File: config.mk
export PLATFORM = sky130hd
export DESIGN_NAME = flat_json_object_parser
export DESIGN_NICKNAME = d
export VERILOG_FILES = /design/src/hw/rtl/fjp_pkg.sv /design/src/hw/rtl/fjp_front.sv /design/src/hw/rtl/fjp_queue.sv /design/src/hw/rtl/fjp_back.sv /design/src/hw/rtl/flat_json_object_parser.sv
export SDC_FILE = /design/constraint.sdc
export NUM_CORES = 1
export LEC_CHECK = 0
export BUFFER_PORTS_ARGS = -buffer_cell sky130_fd_sc_hd__buf_4
export CAP_MARGIN = 20
export CORE_ASPECT_RATIO = 2
export CORE_UTILIZATION = 40
export DETAILED_ROUTE_END_ITERATION = 12
export PLACE_DENSITY = 0.7
export RECOVER_POWER = 100
export SLEW_MARGIN = 30
export SYNTH_ARGS = -nofsm -noshare
export SYNTH_HDL_FRONTEND = slang
export SYNTH_SLANG_ARGS = --single-unit
File: constraint.sdc
create_clock -name clk_i -period 3.7 [get_ports clk_i]
set_input_delay 0.555 -clock clk_i [delete_from_list [all_inputs] [get_ports clk_i]]
set_output_delay 0.555 -clock clk_i [all_outputs]
set_load 0.005 [all_outputs]
File: src/hw/rtl/fjp_pkg.sv
package fjp_pkg;

  // Result kinds on the output channel
  typedef enum logic [2:0] {
    KIND_KEY_CHAR = 3'd0,
    KIND_STR_CHAR = 3'd1,
    KIND_STR_END  = 3'd2,
    KIND_INT      = 3'd3,
    KIND_ACCEPT   = 3'd4,
    KIND_REJECT   = 3'd5
  } kind_e;

  localparam int unsigned FJP_INT_W   = 30;
  localparam int unsigned FJP_Q_DEPTH = 4;
  localparam int unsigned FJP_Q_PTR_W = 2;

  // One result beat
  typedef struct packed {
    kind_e                  kind;
    logic [3:0]             pair_index;
    logic [7:0]             char_value;
    logic [FJP_INT_W-1:0]   int_value;
    logic [4:0]             pair_count;
    logic                   end_of_message;
  } res_t;

  // One queue entry: the results caused by one input byte
  typedef struct packed {
    logic second;
    res_t r0;
    res_t r1;
  } ent_t;

endpackage

File: src/hw/rtl/fjp_front.sv
module fjp_front
  import fjp_pkg::*;
#(
  parameter int unsigned MAX_PAIRS = 16,
  parameter int unsigned KEY_CAP   = 16,
  parameter int unsigned VALUE_CAP = 32
) (
  input  logic       clk_i,
  input  logic       rst_ni,
  input  logic       accept_i,
  input  logic [7:0] data_byte_i,
  input  logic       final_byte_i,
  output logic       push_o,
  output ent_t       ent_o
);

  localparam int unsigned CapMax = (KEY_CAP > VALUE_CAP) ? KEY_CAP : VALUE_CAP;
  localparam int unsigned LenW   = $clog2(CapMax);
  localparam int unsigned PcW    = $clog2(MAX_PAIRS + 1);

  typedef enum logic [3:0] {
    PH_OPEN    = 4'd0,
    PH_FIRST   = 4'd1,
    PH_KEY     = 4'd2,
    PH_COLON   = 4'd3,
    PH_VALUE   = 4'd4,
    PH_SVAL    = 4'd5,
    PH_INT     = 4'd6,
    PH_AFTER   = 4'd7,
    PH_NEXTKEY = 4'd8,
    PH_TAIL    = 4'd9
  } phase_e;

  phase_e               phase_q, phase_d;
  logic                 rej_q, rej_d;
  logic [PcW-1:0]       pc_q, pc_d;
  logic [LenW-1:0]      len_q, len_d;
  logic [3:0]           dig_q, dig_d;
  logic [FJP_INT_W-1:0] acc_q, acc_d;

  logic                 val_vld, eom_vld;
  res_t                 val_res, eom_res;
  logic [PcW+3:0]       pc_ext, pc_d_ext;
  logic [PcW-1:0]       pc_inc;
  logic [PcW-1:0]       pc_d_pre;
  logic                 b_ws, b_dig, b_id;
  logic                 av_rej;
  phase_e               av_phase;
  logic [FJP_INT_W-1:0] acc_mul;

  // Classify the byte
  always_comb begin
    b_ws  = (data_byte_i == 8'h20) || (data_byte_i == 8'h09) ||
            (data_byte_i == 8'h0d) || (data_byte_i == 8'h0a);
    b_dig = (data_byte_i >= 8'h30) && (data_byte_i <= 8'h39);
    b_id  = b_dig || ((data_byte_i >= 8'h61) && (data_byte_i <= 8'h7a)) ||
            ((data_byte_i >= 8'h41) && (data_byte_i <= 8'h5a)) ||
            (data_byte_i == 8'h5f) || (data_byte_i == 8'h2d);
  end

  assign pc_inc  = pc_q + PcW'(1);
  assign pc_ext  = {4'b0, pc_q};
  assign acc_mul = (acc_q << 3) + (acc_q << 1) + FJP_INT_W'(data_byte_i[3:0]);

  // Token after a value; the count includes the finished value
  always_comb begin
    av_rej   = 1'b0;
    av_phase = PH_AFTER;
    if (b_ws) begin
      av_phase = PH_AFTER;
    end else if (data_byte_i == 8'h2c) begin
      if (phase_q == PH_INT) begin
        if (pc_inc >= PcW'(MAX_PAIRS)) av_rej = 1'b1;
        else av_phase = PH_NEXTKEY;
      end else begin
        if (pc_q >= PcW'(MAX_PAIRS)) av_rej = 1'b1;
        else av_phase = PH_NEXTKEY;
      end
    end else if (data_byte_i == 8'h7d) begin
      av_phase = PH_TAIL;
    end else begin
      av_rej = 1'b1;
    end
  end

  // Parse one byte
  always_comb begin
    phase_d = phase_q;
    rej_d   = rej_q;
    pc_d    = pc_q;
    len_d   = len_q;
    dig_d   = dig_q;
    acc_d   = acc_q;
    val_vld = 1'b0;
    val_res = '0;
    val_res.pair_index = pc_ext[3:0];
    if (!rej_q) begin
      case (phase_q)
        PH_OPEN: begin
          if (data_byte_i == 8'h7b) phase_d = PH_FIRST;
          else if (!b_ws) rej_d = 1'b1;
        end
        PH_FIRST: begin
          if (data_byte_i == 8'h7d) phase_d = PH_TAIL;
          else if (data_byte_i == 8'h22) begin
            len_d   = '0;
            phase_d = PH_KEY;
          end else if (!b_ws) rej_d = 1'b1;
        end
        PH_NEXTKEY: begin
          if (data_byte_i == 8'h22) begin
            len_d   = '0;
            phase_d = PH_KEY;
          end else if (!b_ws) rej_d = 1'b1;
        end
        PH_KEY: begin
          if (data_byte_i == 8'h22) begin
            if (len_q == '0) rej_d = 1'b1;
            else phase_d = PH_COLON;
          end else if (b_id && (len_q < LenW'(KEY_CAP - 1))) begin
            val_vld            = 1'b1;
            val_res.kind       = KIND_KEY_CHAR;
            val_res.char_value = data_byte_i;
            len_d              = len_q + LenW'(1);
          end else rej_d = 1'b1;
        end
        PH_COLON: begin
          if (data_byte_i == 8'h3a) phase_d = PH_VALUE;
          else if (!b_ws) rej_d = 1'b1;
        end
        PH_VALUE: begin
          if (data_byte_i == 8'h22) begin
            len_d   = '0;
            phase_d = PH_SVAL;
          end else if (b_dig) begin
            acc_d   = FJP_INT_W'(data_byte_i[3:0]);
            dig_d   = 4'd1;
            phase_d = PH_INT;
          end else if (!b_ws) rej_d = 1'b1;
        end
        PH_SVAL: begin
          if (data_byte_i == 8'h22) begin
            val_vld      = 1'b1;
            val_res.kind = KIND_STR_END;
            pc_d         = pc_inc;
            phase_d      = PH_AFTER;
          end else if (b_id && (len_q < LenW'(VALUE_CAP - 1))) begin
            val_vld            = 1'b1;
            val_res.kind       = KIND_STR_CHAR;
            val_res.char_value = data_byte_i;
            len_d              = len_q + LenW'(1);
          end else rej_d = 1'b1;
        end
        PH_INT: begin
          if (b_dig) begin
            if (dig_q >= 4'd9) rej_d = 1'b1;
            else begin
              acc_d = acc_mul;
              dig_d = dig_q + 4'd1;
            end
          end else begin
            val_vld           = 1'b1;
            val_res.kind      = KIND_INT;
            val_res.int_value = acc_q;
            pc_d              = pc_inc;
            phase_d           = av_phase;
            rej_d             = av_rej;
          end
        end
        PH_AFTER: begin
          phase_d = av_phase;
          rej_d   = av_rej;
        end
        PH_TAIL: begin
          if (!b_ws) rej_d = 1'b1;
        end
        default: rej_d = 1'b1;
      endcase
    end

    // Close the message on the final byte
    eom_vld = final_byte_i;
    eom_res = '0;
    eom_res.end_of_message = 1'b1;
    if (!rej_d && (phase_d == PH_TAIL)) begin
      eom_res.kind       = KIND_ACCEPT;
      eom_res.pair_count = pc_d_ext[4:0];
    end else begin
      eom_res.kind = KIND_REJECT;
    end
    if (final_byte_i) begin
      phase_d = PH_OPEN;
      rej_d   = 1'b0;
      pc_d    = '0;
      len_d   = '0;
      dig_d   = '0;
      acc_d   = '0;
    end
  end

  assign pc_d_ext = {4'b0, pc_d_pre};

  // Pair count as it stands before the end-of-message clear
  always_comb begin
    pc_d_pre = pc_q;
    if (!rej_q && ((phase_q == PH_SVAL && data_byte_i == 8'h22) ||
                   (phase_q == PH_INT && !b_dig))) begin
      pc_d_pre = pc_inc;
    end
  end

  // Pack the entry for the queue
  always_comb begin
    ent_o        = '0;
    ent_o.second = val_vld && eom_vld;
    ent_o.r0     = val_vld ? val_res : eom_res;
    ent_o.r1     = eom_res;
    push_o       = accept_i && (val_vld || eom_vld);
  end

  // Hold parser state
  always_ff @(posedge clk_i or negedge rst_ni) begin
    if (!rst_ni) begin
      phase_q <= PH_OPEN;
      rej_q   <= 1'b0;
      pc_q    <= '0;
      len_q   <= '0;
      dig_q   <= '0;
      acc_q   <= '0;
    end else if (accept_i) begin
      phase_q <= phase_d;
      rej_q   <= rej_d;
      pc_q    <= pc_d;
      len_q   <= len_d;
      dig_q   <= dig_d;
      acc_q   <= acc_d;
    end
  end

endmodule

File: src/hw/rtl/fjp_queue.sv
module fjp_queue
  import fjp_pkg::*;
(
  input  logic clk_i,
  input  logic rst_ni,
  input  logic push_i,
  input  ent_t ent_i,
  input  logic pop_i,
  output logic full_o,
  output logic head_vld_o,
  output ent_t head_o
);

  ent_t                   mem_q [FJP_Q_DEPTH];
  logic [FJP_Q_PTR_W-1:0] wr_q, rd_q;
  logic [FJP_Q_PTR_W:0]   cnt_q;

  assign full_o     = (cnt_q == (FJP_Q_PTR_W + 1)'(FJP_Q_DEPTH));
  assign head_vld_o = (cnt_q != '0);
  assign head_o     = mem_q[rd_q];

  // Store entries
  always_ff @(posedge clk_i) begin
    if (push_i) mem_q[wr_q] <= ent_i;
  end

  // Advance pointers and fill count
  always_ff @(posedge clk_i or negedge rst_ni) begin
    if (!rst_ni) begin
      wr_q  <= '0;
      rd_q  <= '0;
      cnt_q <= '0;
    end else begin
      if (push_i) wr_q <= wr_q + FJP_Q_PTR_W'(1);
      if (pop_i) rd_q <= rd_q + FJP_Q_PTR_W'(1);
      if (push_i && !pop_i) cnt_q <= cnt_q + (FJP_Q_PTR_W + 1)'(1);
      else if (!push_i && pop_i) cnt_q <= cnt_q - (FJP_Q_PTR_W + 1)'(1);
    end
  end

endmodule

File: src/hw/rtl/fjp_back.sv
module fjp_back
  import fjp_pkg::*;
(
  input  logic clk_i,
  input  logic rst_ni,
  input  logic head_vld_i,
  input  ent_t head_i,
  output logic pop_o,
  input  logic out_stall_i,
  output logic out_valid_o,
  output res_t out_res_o
);

  logic out_vld_q, out_vld_d;
  logic pend_vld_q, pend_vld_d;
  res_t out_res_q, out_res_d;
  res_t pend_res_q, pend_res_d;
  logic load;

  assign load = !out_vld_q || !out_stall_i;

  // Pick the next beat: a held second result first, then the queue head
  always_comb begin
    pop_o      = 1'b0;
    out_vld_d  = out_vld_q;
    out_res_d  = out_res_q;
    pend_vld_d = pend_vld_q;
    pend_res_d = pend_res_q;
    if (load) begin
      if (pend_vld_q) begin
        out_vld_d  = 1'b1;
        out_res_d  = pend_res_q;
        pend_vld_d = 1'b0;
      end else if (head_vld_i) begin
        pop_o      = 1'b1;
        out_vld_d  = 1'b1;
        out_res_d  = head_i.r0;
        pend_vld_d = head_i.second;
        pend_res_d = head_i.r1;
      end else begin
        out_vld_d = 1'b0;
      end
    end
  end

  always_ff @(posedge clk_i or negedge rst_ni) begin
    if (!rst_ni) begin
      out_vld_q  <= 1'b0;
      pend_vld_q <= 1'b0;
    end else begin
      out_vld_q  <= out_vld_d;
      pend_vld_q <= pend_vld_d;
    end
  end

  // Hold payload
  always_ff @(posedge clk_i) begin
    out_res_q  <= out_res_d;
    pend_res_q <= pend_res_d;
  end

  assign out_valid_o = out_vld_q;
  assign out_res_o   = out_res_q;

endmodule

File: src/hw/rtl/flat_json_object_parser.sv
// Channel  Direction  Handshake             Payload
// in       input      in_valid_i/in_stall_o   data_byte_i, final_byte_i
// out      output     out_valid_o/out_stall_i kind_o, pair_index_o, char_value_o,
//                                           int_value_o, pair_count_o, end_of_message_o
//
// One byte is taken every cycle while the four-entry result queue has room.
// A result passes through its queue entry and then the output register;
// the back end sends one beat per cycle while the output is not stalled, the second result of a byte after the first.
// Reset (rst_ni low, asynchronous) clears parser state, queue and output valid.
// A stall on the output fills the queue, after which the input is stalled.
module flat_json_object_parser
  import fjp_pkg::*;
#(
  parameter int unsigned MAX_PAIRS = 16,
  parameter int unsigned KEY_CAP   = 16,
  parameter int unsigned VALUE_CAP = 32
) (
  input  logic        clk_i,
  input  logic        rst_ni,
  input  logic        in_valid_i,
  output logic        in_stall_o,
  input  logic [7:0]  data_byte_i,
  input  logic        final_byte_i,
  output logic        out_valid_o,
  input  logic        out_stall_i,
  output logic [2:0]  kind_o,
  output logic [3:0]  pair_index_o,
  output logic [7:0]  char_value_o,
  output logic [29:0] int_value_o,
  output logic [4:0]  pair_count_o,
  output logic        end_of_message_o
);

  logic accept;
  logic push, pop, full, head_vld;
  ent_t ent, head;
  res_t out_res;

  assign in_stall_o = full;
  assign accept     = in_valid_i && !full;

  fjp_front #(
    .MAX_PAIRS (MAX_PAIRS),
    .KEY_CAP   (KEY_CAP),
    .VALUE_CAP (VALUE_CAP)
  ) u_front (
    .clk_i        (clk_i),
    .rst_ni       (rst_ni),
    .accept_i     (accept),
    .data_byte_i  (data_byte_i),
    .final_byte_i (final_byte_i),
    .push_o       (push),
    .ent_o        (ent)
  );

  fjp_queue u_queue (
    .clk_i      (clk_i),
    .rst_ni     (rst_ni),
    .push_i     (push),
    .ent_i      (ent),
    .pop_i      (pop),
    .full_o     (full),
    .head_vld_o (head_vld),
    .head_o     (head)
  );

  fjp_back u_back (
    .clk_i       (clk_i),
    .rst_ni      (rst_ni),
    .head_vld_i  (head_vld),
    .head_i      (head),
    .pop_o       (pop),
    .out_stall_i (out_stall_i),
    .out_valid_o (out_valid_o),
    .out_res_o   (out_res)
  );

  assign kind_o           = out_res.kind;
  assign pair_index_o     = out_res.pair_index;
  assign char_value_o     = out_res.char_value;
  assign int_value_o      = out_res.int_value;
  assign pair_count_o     = out_res.pair_count;
  assign end_of_message_o = out_res.end_of_message;

endmodule
# --- Word-level counts from Yosys, hierarchy flattened ---
# Memory sizes are Yosys's and may differ from the RTL's.
# Cells that the tools add are included.
totals:
  mem_count: 1
  ramBits: 232
  regBits: 160
  in_bits: 13
  word_cells: 231
memory_table:
  columns: ["memory", "words", "word_bits", "read_ports", "rd_clocked_by_memory_dff", "wr", "line", "source"]
  rows:
  - ["u_queue.mem_q", 4, 58, 1, 0, 1, "fjp_queue.sv:14", "ent_t mem_q [FJP_Q_DEPTH];"]
classes:
  n_mux: 106
  n_addsub: 9
  n_lt_le_gt_ge: 11
  reduce_logical: 46
  n_bitwise: 1
  n_eq_ne: 34
op_table:
  columns: ["operator", "count"]
  rows:
  - ["$mux 30", 8]
  - ["$mux 51", 3]
  - ["$mux 4", 24]
  - ["$mux 5", 14]
  - ["$pmux 30 s2", 1]
  - ["$eq 8x6->1 const B", 5]
  - ["$mux 1", 38]
  - ["$mux 38", 1]
  - ["$pmux 4 s9", 1]
  - ["$mux 8", 4]
  - ["$add 30x30->30", 1]
  - ["$add 30x4->30", 1]
  - ["$eq 8x4->1 const B", 3]
  - ["$eq 8x7->1 const B", 3]
  - ["$pmux 5 s4", 1]
  - ["$ne 3x3->1 const B", 6]
  - ["$eq 4x3->1 const B", 4]
  - ["$ge 8x7->1 const B", 2]
  - ["$le 8x7->1 const B", 2]
  - ["$pmux 8 s2", 1]
  - ["$ne 3x2->1 const B", 5]
  - ["$logic_and 1x1->1", 14]
  - ["$eq 4x4->1 const B", 3]
  - ["$mux 3", 4]
  - ["other kinds (35)", 58]

# --- Longest topological paths before layout ---
# Gate-level depths: netlist of run 1.
logic_depth:
  word_depth: 17
  ltp_mapped: 14
  depth_no_buf: 13

# --- By module ---
# From an unflattened synthesis of run 1, not the netlist that was laid out.
unflattened:
  hier_cells: 1373
  area_unflattened_um2: 24576.1
modules_own_cells:
  columns: ["module", "seq_area_each_um2", "cells_each", "area_each_um2", "instances"]
  rows:
  - ["fjp_queue", 12547.0, 573, 15263.4, 1]
  - ["fjp_front", 1226.2, 630, 5282.6, 1]
  - ["fjp_back", 3113.0, 169, 4016.4, 1]
  - ["flat_json_object_parser", 0.0, 1, 13.8, 1]

# --- Worst setup path before layout of run 1 ---
# OpenSTA, ideal clock, no wires.
synth_timing:
  kind: "input-to-reg"
  startpoint: "input port data_byte_i[6]"
  endpoint: "memory u_queue.mem_q[0][0] (netlist name), enable pin"
  setup_slack_ns: -0.335
  stages: 9
  t_arrival_ns: 3.614
  cell_sequence: "buf_2 -> or4b_1 -> a211oi_2 -> o21a_2 -> o22ai_2 -> a221oi_4 -> nor2_2 -> nor2_4 -> and2_1"
synth_between:
  elab_chain_cells: 15
  word_cells_on_any_way: 29
  cone_classes: "order compare: 6; eq/ne: 3; mux: 9; reduce/logical: 11"
synth_rtl:
  columns: ["item", "line", "source"]
  rows:
  - ["start, declared", "flat_json_object_parser.sv:22", "input logic [7:0] data_byte_i,"]
  - ["$ge 8x6->1, or another cell as far along", "fjp_front.sv:55", "b_dig = (data_byte_i >= 8'h30) && (data_byte_i <= 8'h39);"]
  - ["$logic_and 1x1->1 (on tied branches)", "fjp_front.sv:55, fjp_front.sv:56", null]
  - ["$logic_or 1x1->1 (2 in a row)", "fjp_front.sv:56", "b_id = b_dig || ((data_byte_i >= 8'h61) && (data_byte_i <= 8'h7a)) ||"]
  - ["$logic_or 1x1->1", "fjp_front.sv:57", "((data_byte_i >= 8'h41) && (data_byte_i <= 8'h5a)) ||"]
  - ["$logic_or 1x1->1", "fjp_front.sv:58", "(data_byte_i == 8'h5f) || (data_byte_i == 8'h2d);"]
  - ["$logic_and 1x1->1 (on tied branches)", "fjp_front.sv:147, fjp_front.sv:120", null]
  - ["$mux 1 (on tied branches)", "fjp_front.sv:147, fjp_front.sv:120", null]
  - ["$mux 1 (on tied branches)", "fjp_front.sv:142, fjp_front.sv:117", null]
  - ["$pmux 1 s3 (*)", "fjp_front.sv:98", "case (phase_q)"]
  - ["$mux 1 (*)", "fjp_front.sv:97", "if (!rej_q) begin"]
  - ["$logic_or 1x1->1 (*)", "fjp_front.sv:218", "push_o = accept_i && (val_vld || eom_vld);"]
  - ["$logic_and 1x1->1 (*)", "fjp_front.sv:218", null]
  - ["via push", "flat_json_object_parser.sv:35", "logic push, pop, full, head_vld;"]
  - ["$mux 1 (*)", "fjp_queue.sv:24", "if (push_i) mem_q[wr_q] <= ent_i;"]
  - ["$mux 1 (implied by the code) (*)", "fjp_queue.sv:24", null]
  - ["end, declared", "fjp_queue.sv:14", null]
# Mark *: on every way through the listed nets, which the timed path passes. The rest lies on a longest branch.

# --- Final worst setup path of run 1 ---
layout_timing:
  startpoint: "register u_front.phase_q[2]"
  endpoint: "memory u_queue.mem_q[1][8] (netlist name), enable pin"
layout_between:
  elab_chain_cells: 7
  word_cells_on_any_way: 9
  cone_classes: "eq/ne: 3; mux: 4; reduce/logical: 2"
layout_rtl:
  columns: ["item", "line", "source"]
  rows:
  - ["start, declared", "fjp_front.sv:34", "phase_e phase_q, phase_d;"]
  - ["start signal, assigned", "fjp_front.sv:231", "phase_q <= phase_d;"]
  - ["$eq 4x3->1 / $eq 4x2->1 (equally long branches)", "fjp_front.sv:98", null]
  - ["$pmux 1 s3 (*)", "fjp_front.sv:98", null]
  - ["$mux 1 (*)", "fjp_front.sv:97", null]
  - ["$logic_or 1x1->1 (*)", "fjp_front.sv:218", null]
  - ["$logic_and 1x1->1 (*)", "fjp_front.sv:218", null]
  - ["via push", "flat_json_object_parser.sv:35", null]
  - ["$mux 1 (*)", "fjp_queue.sv:24", null]
  - ["$mux 1 (implied by the code) (*)", "fjp_queue.sv:24", null]
# Marks and branches as above.

==> impl_metrics.xml, run 1 <==
<?xml version="1.0" encoding="UTF-8"?>
<metrics>
  <group name="cts">
    <metric name="clk_path_buf_depth" unit="">3</metric>
    <metric name="cts.sink_count" unit="">342</metric>
    <metric name="post_cts_resized" unit="">0</metric>
    <metric name="worst_skew_pair.late_latency" unit="ps">550</metric>
    <metric name="clkTransAtPathRegs" unit="ps">70</metric>
    <metric name="cts_tree" unit="">built</metric>
    <metric name="hold_buffers" unit="">0</metric>
    <metric name="cts_buffers" unit="">28</metric>
    <metric name="ctsRootBufferMaster" unit="">clkbuf_16</metric>
    <metric name="cts_htree_levels" unit="">1</metric>
    <metric name="postCtsSetupBuffers" unit="">0</metric>
  </group>
  <group name="yosys">
    <metric name="synthFlopType" unit="">edfxtp_1</metric>
    <metric name="yosysWarnings" unit="">0</metric>
    <metric name="synth_cell_type_count" unit="">92</metric>
    <metric name="syn-instance-count" unit="">1087</metric>
    <metric name="synth_seq_area_share" unit="%">62.5</metric>
    <metric name="synth.top_cells.by_area" unit="">edfxtp_1, dfrtp_1, mux4_2, ha_1, and2_1</metric>
    <metric name="synth_top_area_share" unit="%">53.4</metric>
    <metric name="syn_avg_cell_area" unit="sq um">14.7</metric>
    <metric name="synth_async_sr_flop_share" unit="%">17.0</metric>
    <metric name="synth_enable_flop_cells" unit="">284</metric>
    <metric name="mappedNetlistArea" unit="sq um">16000</metric>
    <metric name="synth_top_area_cell" unit="">edfxtp_1</metric>
    <metric name="yosys_register_bits" unit="">342</metric>
  </group>
  <group name="final_layout">
    <metric name="area_delta_synth_final" unit="%">12.7</metric>
    <metric name="fin_nets" unit="">1242</metric>
    <metric name="ff_latch_area" unit="sq um">9980</metric>
    <metric name="drive_above_1_share" unit="%">17.5</metric>
    <metric name="layout.cell_area.non_filler" unit="sq um">18000</metric>
    <metric name="antenna_cells_inserted" unit="">0</metric>
    <metric name="layout_cells_excl_fill" unit="">1708</metric>
    <metric name="nFillCells" unit="">3502</metric>
    <metric name="multi_input_comb_area" unit="sq um">5650</metric>
    <metric name="most-common-layout-cells" unit="">edfxtp_1, ha_1, mux4_2, nand2_1, dfrtp_1</metric>
    <metric name="final_common_cell" unit="">edfxtp_1</metric>
    <metric name="layout.core_utilization" unit="%">45.6</metric>
  </group>
  <group name="setup_path">
    <metric name="crit_path_max_cell_delay" unit="ps">690</metric>
    <metric name="worstSetupPathType" unit="">flip-flop to flip-flop</metric>
    <metric name="worstSetupEndpointType" unit="">flip-flop</metric>
    <metric name="cp_top_family" unit="">buffers and inverters</metric>
    <metric name="timing.critical_path.arrival" unit="ps">3660</metric>
    <metric name="crit_chain" unit="">nand2b_1 &gt; nor2_1 &gt; clkbuf_1 &gt; a22oi_1 &gt; a221oi_4 &gt; nor2_1 &gt; nor2_4 &gt; clkbuf_1 &gt; and2_2 &gt; clkbuf_4</metric>
    <metric name="critical_path.startpoint_type" unit="">flip-flop</metric>
    <metric name="crit_slowest_cell" unit="">dfrtp_1</metric>
    <metric name="cp.required" unit="ps">3920</metric>
    <metric name="critical_path_peak_fanout" unit="">16</metric>
    <metric name="worstPathBufferInverterCount" unit="">3</metric>
  </group>
  <group name="global_route">
    <metric name="antenna_found_initial" unit="">0</metric>
    <metric name="grt_pass1_vias" unit="">9983</metric>
    <metric name="maximum_number_of_pins_on_one_net_before_global_route_repair" unit="">59</metric>
    <metric name="grt_use_total" unit="%">16.7</metric>
    <metric name="wire_length_of_the_first_global_routing_pass" unit="um">52700</metric>
    <metric name="grt.overflow.total" unit="">0</metric>
  </group>
  <group name="floorplan">
    <metric name="start_util" unit="%">40.5</metric>
    <metric name="core_area" unit="sq um">39400</metric>
    <metric name="die_height" unit="um">285</metric>
    <metric name="die_area" unit="sq um">40800</metric>
    <metric name="io_pins" unit="">66</metric>
    <metric name="die_width" unit="um">143</metric>
    <metric name="floorplan.rows" unit="">103</metric>
  </group>
  <group name="sta">
    <metric name="clock.fmax" unit="MHz">291</metric>
    <metric name="final.setup.worst_slack" unit="ps">265</metric>
    <metric name="hold_violations" unit="">0</metric>
    <metric name="finalSetupViolations" unit="">0</metric>
    <metric name="slew_violations" unit="">118</metric>
    <metric name="headroom_to_the_max_slew_limit" unit="%">-82.2</metric>
    <metric name="period_share" unit="%">92.8</metric>
    <metric name="setup_repair_after_global_routing_missed_its_margin" unit="">no</metric>
    <metric name="finalWorstPathRequiredPeriod" unit="ps">3440</metric>
    <metric name="finalSetupTns" unit="ps">0</metric>
    <metric name="clock_skew" unit="ps">8.46</metric>
    <metric name="worst_hold_slack" unit="ps">250</metric>
    <metric name="tightestPinTransition" unit="ps">2730</metric>
  </group>
  <group name="detailed_routing">
    <metric name="finalWirelength" unit="um">32600</metric>
    <metric name="per_cell_via_count_in_the_routed_design" unit="">5.44</metric>
    <metric name="dr.pass1.iters" unit="">5</metric>
    <metric name="route.antenna.remaining_nets" unit="">0</metric>
    <metric name="drc_errors" unit="">0</metric>
    <metric name="detailroute.via_count" unit="">9296</metric>
    <metric name="routedWlPerCell" unit="um">19.1</metric>
    <metric name="drt-initial-drc-count" unit="">576</metric>
  </group>
  <group name="power">
    <metric name="cellPowerDensity" unit="nW/um^2">629</metric>
    <metric name="ir_drop" unit="mV">0.351</metric>
    <metric name="total_power" unit="mW">11.3</metric>
    <metric name="power.static_leakage" unit="nW">6.64</metric>
  </group>
  <group name="placement">
    <metric name="placed_area" unit="sq um">17200</metric>
    <metric name="dp_worst_setup_slack" unit="ps">154</metric>
    <metric name="buffer_ports.inserted" unit="">65</metric>
    <metric name="hpwlAfterDp" unit="um">22200</metric>
    <metric name="placed_cells" unit="">1656</metric>
    <metric name="gpl.final_weighted_congestion" unit="">0.876</metric>
  </group>
  <group name="run_status">
    <metric name="outcome" unit="">finished with violations</metric>
    <metric name="violated_checks" unit="">capacitance limit, slew limit</metric>
  </group>
  <group name="run">
    <metric name="max_cap_viol_count" unit="">2</metric>
  </group>
  <group name="hold_path">
    <metric name="class_of_the_most_critical_hold_timing_path" unit="">input port to flip-flop</metric>
  </group>
</metrics>
-- synth_stat cells, types with 6 or more instances --
cell type / number
nor2b_1: 50
ha_1: 65
a22o_1: 17
o21ai_1: 7
nor3_1: 17
a21o_1: 16
a31oi_1: 8
inv_1: 26
xor2_1: 9
o31ai_1: 8
edfxtp_1: 284
o21ai_0: 34
xnor2_1: 14
nand2b_1: 16
mux4_2: 57
buf_2: 13
buf_1: 6
nand3_1: 11
and2_1: 51
clkbuf_1: 31
o211ai_1: 6
dfrtp_1: 58
o21a_1: 8
a21oi_1: 28
nand2_1: 56
mux2_2: 9
nor2_1: 53
-- where the power goes --
part           leakage [nW]  internal [mW]  switching (mW)  total [mW]
Combinational          2.81           1.53            1.36        2.89
Sequential             3.40           4.99           0.501        5.50
Clock                 0.426           1.59            1.33        2.92
-- cell families after synthesis --
family / count (synthesis) / synth area share, %
flops: 342 / 62.5
simple gates: 307 / 10.8
compound gates: 196 / 8.94
buf+inv: 80 / 2.08
mux: 70 / 8.94
fa+ha+maj: 68 / 5.47
xor+xnor: 23 / 1.26
other cells: 1 / 0.0235
-- flip-flops by register name (all words and copies together), names as in the netlist --
signal,count
u_back.out_res_o,50
u_queue.cnt_q,3
u_front.len_q,5
u_back.pend_vld_q,1
u_front.pc_q,5
u_queue.mem_q,228
u_back.out_valid_o,1
u_back.pend_res_q,6
u_front.phase_q,4
u_front.dig_q,4
u_queue.wr_q,2
u_front.rej_q,1
u_front.acc_q,30
u_queue.rd_q,2
-- final timing paths --
check                                        start             endpoint  slack [ps]  cells after the start
worst max-delay path            u_front.phase_q[2]  u_queue.mem_q[1][8]         260                     10
worst min-delay path                   out_stall_i   u_back.out_valid_o         250                      3
worst max register to register  u_front.phase_q[2]  u_queue.mem_q[1][8]         260                     10
worst min register to register   u_front.acc_q[29]    u_front.acc_q[29]         520                      2
max in group asynchronous                   rst_ni      u_queue.rd_q[0]        2110                      1
min in group asynchronous                   rst_ni    u_front.acc_q[25]         400                      1
-- area by class of cell --
| class | count | area share, % |
|---|---|---|
| inverters | 27 | 0.563 |
| multi-input cells | 668 | 31.4 |
| clock buffers | 38 | 4.22 |
| clock inverters | 14 | 0.696 |
| flip-flops and latches | 342 | 55.5 |
| repair buffers | 94 | 3.92 |
| well taps | 525 | 3.65 |
-- worst min-delay path, delay by kind of cell --
family / cells / cell delay, ps
buffers and inverters: 1 / 90
AND/OR/NAND/NOR: 2 / 110
-- per-layer routing --
metal | track usage, % | vias up | share of wire (%)
met3 | 1.43 | 73 | 2.5
met5 | 0 | - | 0
met2 | 32.8 | 205 | 57
met4 | 7.53 | 0 | 3.9
li1 | - | 4318 | -
met1 | 17.3 | 4700 | 36
No activity file was read; power rests on OpenSTA's default activity.
==> inputs of run 2 (changes only) <==
==> constraint.sdc (replaced) <==
create_clock -name clk_i -period 3.7 [get_ports clk_i]
set_input_delay 0.925 -clock clk_i [delete_from_list [all_inputs] [get_ports clk_i]]
set_output_delay 0.925 -clock clk_i [all_outputs]
set_load 0.005 [all_outputs]
==> impl_metrics.xml, run 2 (same netlist as run 1, synthesis figures left out) <==
<?xml version="1.0" encoding="UTF-8"?>
<metrics>
  <group name="run_status">
    <metric name="outcome" unit="">finished with violations</metric>
    <metric name="violated_checks" unit="">capacitance limit, slew limit</metric>
  </group>
  <group name="detailed_routing">
    <metric name="finalWirelength" unit="um">32700</metric>
    <metric name="routedWlPerCell" unit="um">18.9</metric>
    <metric name="drc_errors" unit="">0</metric>
    <metric name="dr_wl_met3" unit="um">887</metric>
    <metric name="route.antenna.remaining_nets" unit="">0</metric>
    <metric name="top_signal_layer_used" unit="">met4</metric>
    <metric name="met1Wirelength" unit="um">11900</metric>
    <metric name="per_cell_via_count_in_the_routed_design" unit="">5.48</metric>
    <metric name="drt-initial-drc-count" unit="">551</metric>
    <metric name="dr.pass1.iters" unit="">5</metric>
    <metric name="detailroute.via_count" unit="">9483</metric>
    <metric name="routed_length_on_met2" unit="um">18400</metric>
  </group>
  <group name="final_layout">
    <metric name="area_delta_synth_final" unit="%">13.7</metric>
    <metric name="antenna_cells_inserted" unit="">0</metric>
    <metric name="layout.core_utilization" unit="%">46.0</metric>
    <metric name="final_common_cell" unit="">edfxtp_1</metric>
    <metric name="largest_register_ff_count" unit="">228</metric>
    <metric name="multi_input_comb_area" unit="sq um">5650</metric>
    <metric name="drive_above_1_share" unit="%">19.3</metric>
    <metric name="nFillCells" unit="">3449</metric>
    <metric name="largest_register" unit="">u_queue.mem_q</metric>
    <metric name="ff_latch_area" unit="sq um">9980</metric>
    <metric name="fin_nets" unit="">1264</metric>
    <metric name="most-common-layout-cells" unit="">edfxtp_1, ha_1, mux4_2, nand2_1, dfrtp_1</metric>
  </group>
  <group name="hold_path">
    <metric name="class_of_the_most_critical_hold_timing_path" unit="">flip-flop to flip-flop</metric>
  </group>
  <group name="global_route">
    <metric name="grt.overflow.total" unit="">0</metric>
    <metric name="maximum_number_of_pins_on_one_net_before_global_route_repair" unit="">59</metric>
    <metric name="grt_pass1_vias" unit="">10000</metric>
    <metric name="wire_length_of_the_first_global_routing_pass" unit="um">52900</metric>
    <metric name="grt_use_total" unit="%">16.8</metric>
    <metric name="antenna_found_initial" unit="">0</metric>
  </group>
  <group name="sta">
    <metric name="final.setup.worst_slack" unit="ps">265</metric>
    <metric name="finalSetupViolations" unit="">0</metric>
    <metric name="slew_violations" unit="">118</metric>
    <metric name="clock_skew" unit="ps">10.0</metric>
    <metric name="tightestPinTransition" unit="ps">2710</metric>
    <metric name="hold_violations" unit="">0</metric>
    <metric name="setup_repair_after_global_routing_missed_its_margin" unit="">no</metric>
    <metric name="finalWorstPathRequiredPeriod" unit="ps">3430</metric>
    <metric name="clock.fmax" unit="MHz">291</metric>
    <metric name="finalSetupTns" unit="ps">0</metric>
    <metric name="period_share" unit="%">92.8</metric>
    <metric name="headroom_to_the_max_slew_limit" unit="%">-81.0</metric>
  </group>
  <group name="setup_path">
    <metric name="critical_path.startpoint_type" unit="">input port</metric>
    <metric name="worstSetupPathType" unit="">input port to flip-flop</metric>
    <metric name="cp_top_family" unit="">buffers and inverters</metric>
    <metric name="crit_chain" unit="">buf_4 &gt; clkbuf_1 &gt; nor4b_1 &gt; clkbuf_1 &gt; and2_1 &gt; a22oi_1 &gt; a221oi_4 &gt; nor2_1 &gt; nor2_4 &gt; ha_1 &gt; inv_1 &gt; fa_1 &gt; xor2_1 &gt; nor2_1 &gt; xor2_1</metric>
    <metric name="crit_path_max_cell_delay" unit="ps">440</metric>
    <metric name="cp.required" unit="ps">4170</metric>
    <metric name="worstPathBufferInverterCount" unit="">4</metric>
    <metric name="critical_path_peak_fanout" unit="">13</metric>
    <metric name="timing.critical_path.arrival" unit="ps">3900</metric>
    <metric name="worstSetupEndpointType" unit="">flip-flop</metric>
    <metric name="crit_slowest_cell" unit="">clkbuf_1</metric>
  </group>
  <group name="placement">
    <metric name="dp_worst_setup_slack" unit="ps">-140</metric>
    <metric name="hpwlAfterDp" unit="um">22300</metric>
    <metric name="buffer_ports.inserted" unit="">65</metric>
    <metric name="gpl.final_weighted_congestion" unit="">0.884</metric>
  </group>
  <group name="power">
    <metric name="power.static_leakage" unit="nW">6.74</metric>
    <metric name="total_power" unit="mW">11.3</metric>
    <metric name="ir_drop" unit="mV">0.358</metric>
    <metric name="cellPowerDensity" unit="nW/um^2">622</metric>
  </group>
  <group name="cts">
    <metric name="cts_htree_levels" unit="">1</metric>
    <metric name="cts_tree" unit="">built</metric>
    <metric name="cts_buffers" unit="">28</metric>
    <metric name="worst_skew_pair.late_latency" unit="ps">550</metric>
    <metric name="ctsRootBufferMaster" unit="">clkbuf_16</metric>
    <metric name="clkTransAtPathRegs" unit="ps">70</metric>
    <metric name="hold_buffers" unit="">0</metric>
    <metric name="clk_path_buf_depth" unit="">3</metric>
    <metric name="postCtsSetupBuffers" unit="">0</metric>
    <metric name="cts.sink_count" unit="">342</metric>
    <metric name="post_cts_resized" unit="">0</metric>
  </group>
  <group name="floorplan">
    <metric name="start_util" unit="%">40.5</metric>
    <metric name="die_area" unit="sq um">40800</metric>
    <metric name="floorplan.rows" unit="">103</metric>
    <metric name="die_height" unit="um">285</metric>
    <metric name="die_width" unit="um">143</metric>
    <metric name="core_area" unit="sq um">39400</metric>
    <metric name="io_pins" unit="">66</metric>
  </group>
  <group name="run">
    <metric name="max_cap_viol_count" unit="">2</metric>
  </group>
</metrics>
-- run 2: through the flow --
stage / instance area (sq um) / hold slack [ps] / std cells
3_3_place_gp: 17400 / 492 / 1678
5_1_grt: 18100 / 543 / 1730
2_1_floorplan: 16000 / 458 / 1090
6_report: 18100 / 519 / 1730
4_1_cts: 18300 / 485 / 1730
3_5_place_dp: 17400 / 499 / 1678
-- run 2: final cells by class --
class,instances,share of cell area [%]
sequential,342,55.0
multi-input combinational,668,31.1
timing repair buffer,116,4.85
clock buffer,34,4.10
tap,525,3.62
clock inverter,18,0.696
inverter,27,0.559
-- run 2: where the power goes --
group	internal [mW]	switching [mW]
Sequential	5.00	0.478
Combinational	1.56	1.41
Clock	1.51	1.34
-- run 2: worst reg2reg max path, stage by stage, from the launching register on --
cell       delay, ps
dfrtp_1          550
buf_4            260
nand4bb_1        330
o21ai_0          350
nand3_1          200
and3_1           240
a221oi_1         250
and4b_1          330
nand4_2          220
nor2_1           270
clkbuf_1         200
-- run 2: final timing paths --
| kind | startpoint | to | slack, ps | cells past startpoint |
|---|---|---|---|---|
| worst max-delay path | data_byte_i[1] | u_queue.cnt_q[2] | 270 | 15 |
| worst min-delay path | u_front.dig_q[3] | u_front.dig_q[3] | 520 | 2 |
| worst max register to register | u_front.phase_q[1] | u_queue.mem_q[0][11] | 350 | 10 |
| worst min register to register | u_front.dig_q[3] | u_front.dig_q[3] | 520 | 2 |
| max in group asynchronous | rst_ni | u_queue.rd_q[0] | 1650 | 1 |
| min in group asynchronous | rst_ni | u_front.acc_q[23] | 800 | 1 |
-- run 2: metal layers --
metal	vias to the layer above	GRT usage [%]
met5	-	0
met4	0	8.40
met3	85	1.50
met2	198	32.6
met1	4827	17.5
li1	4373	-
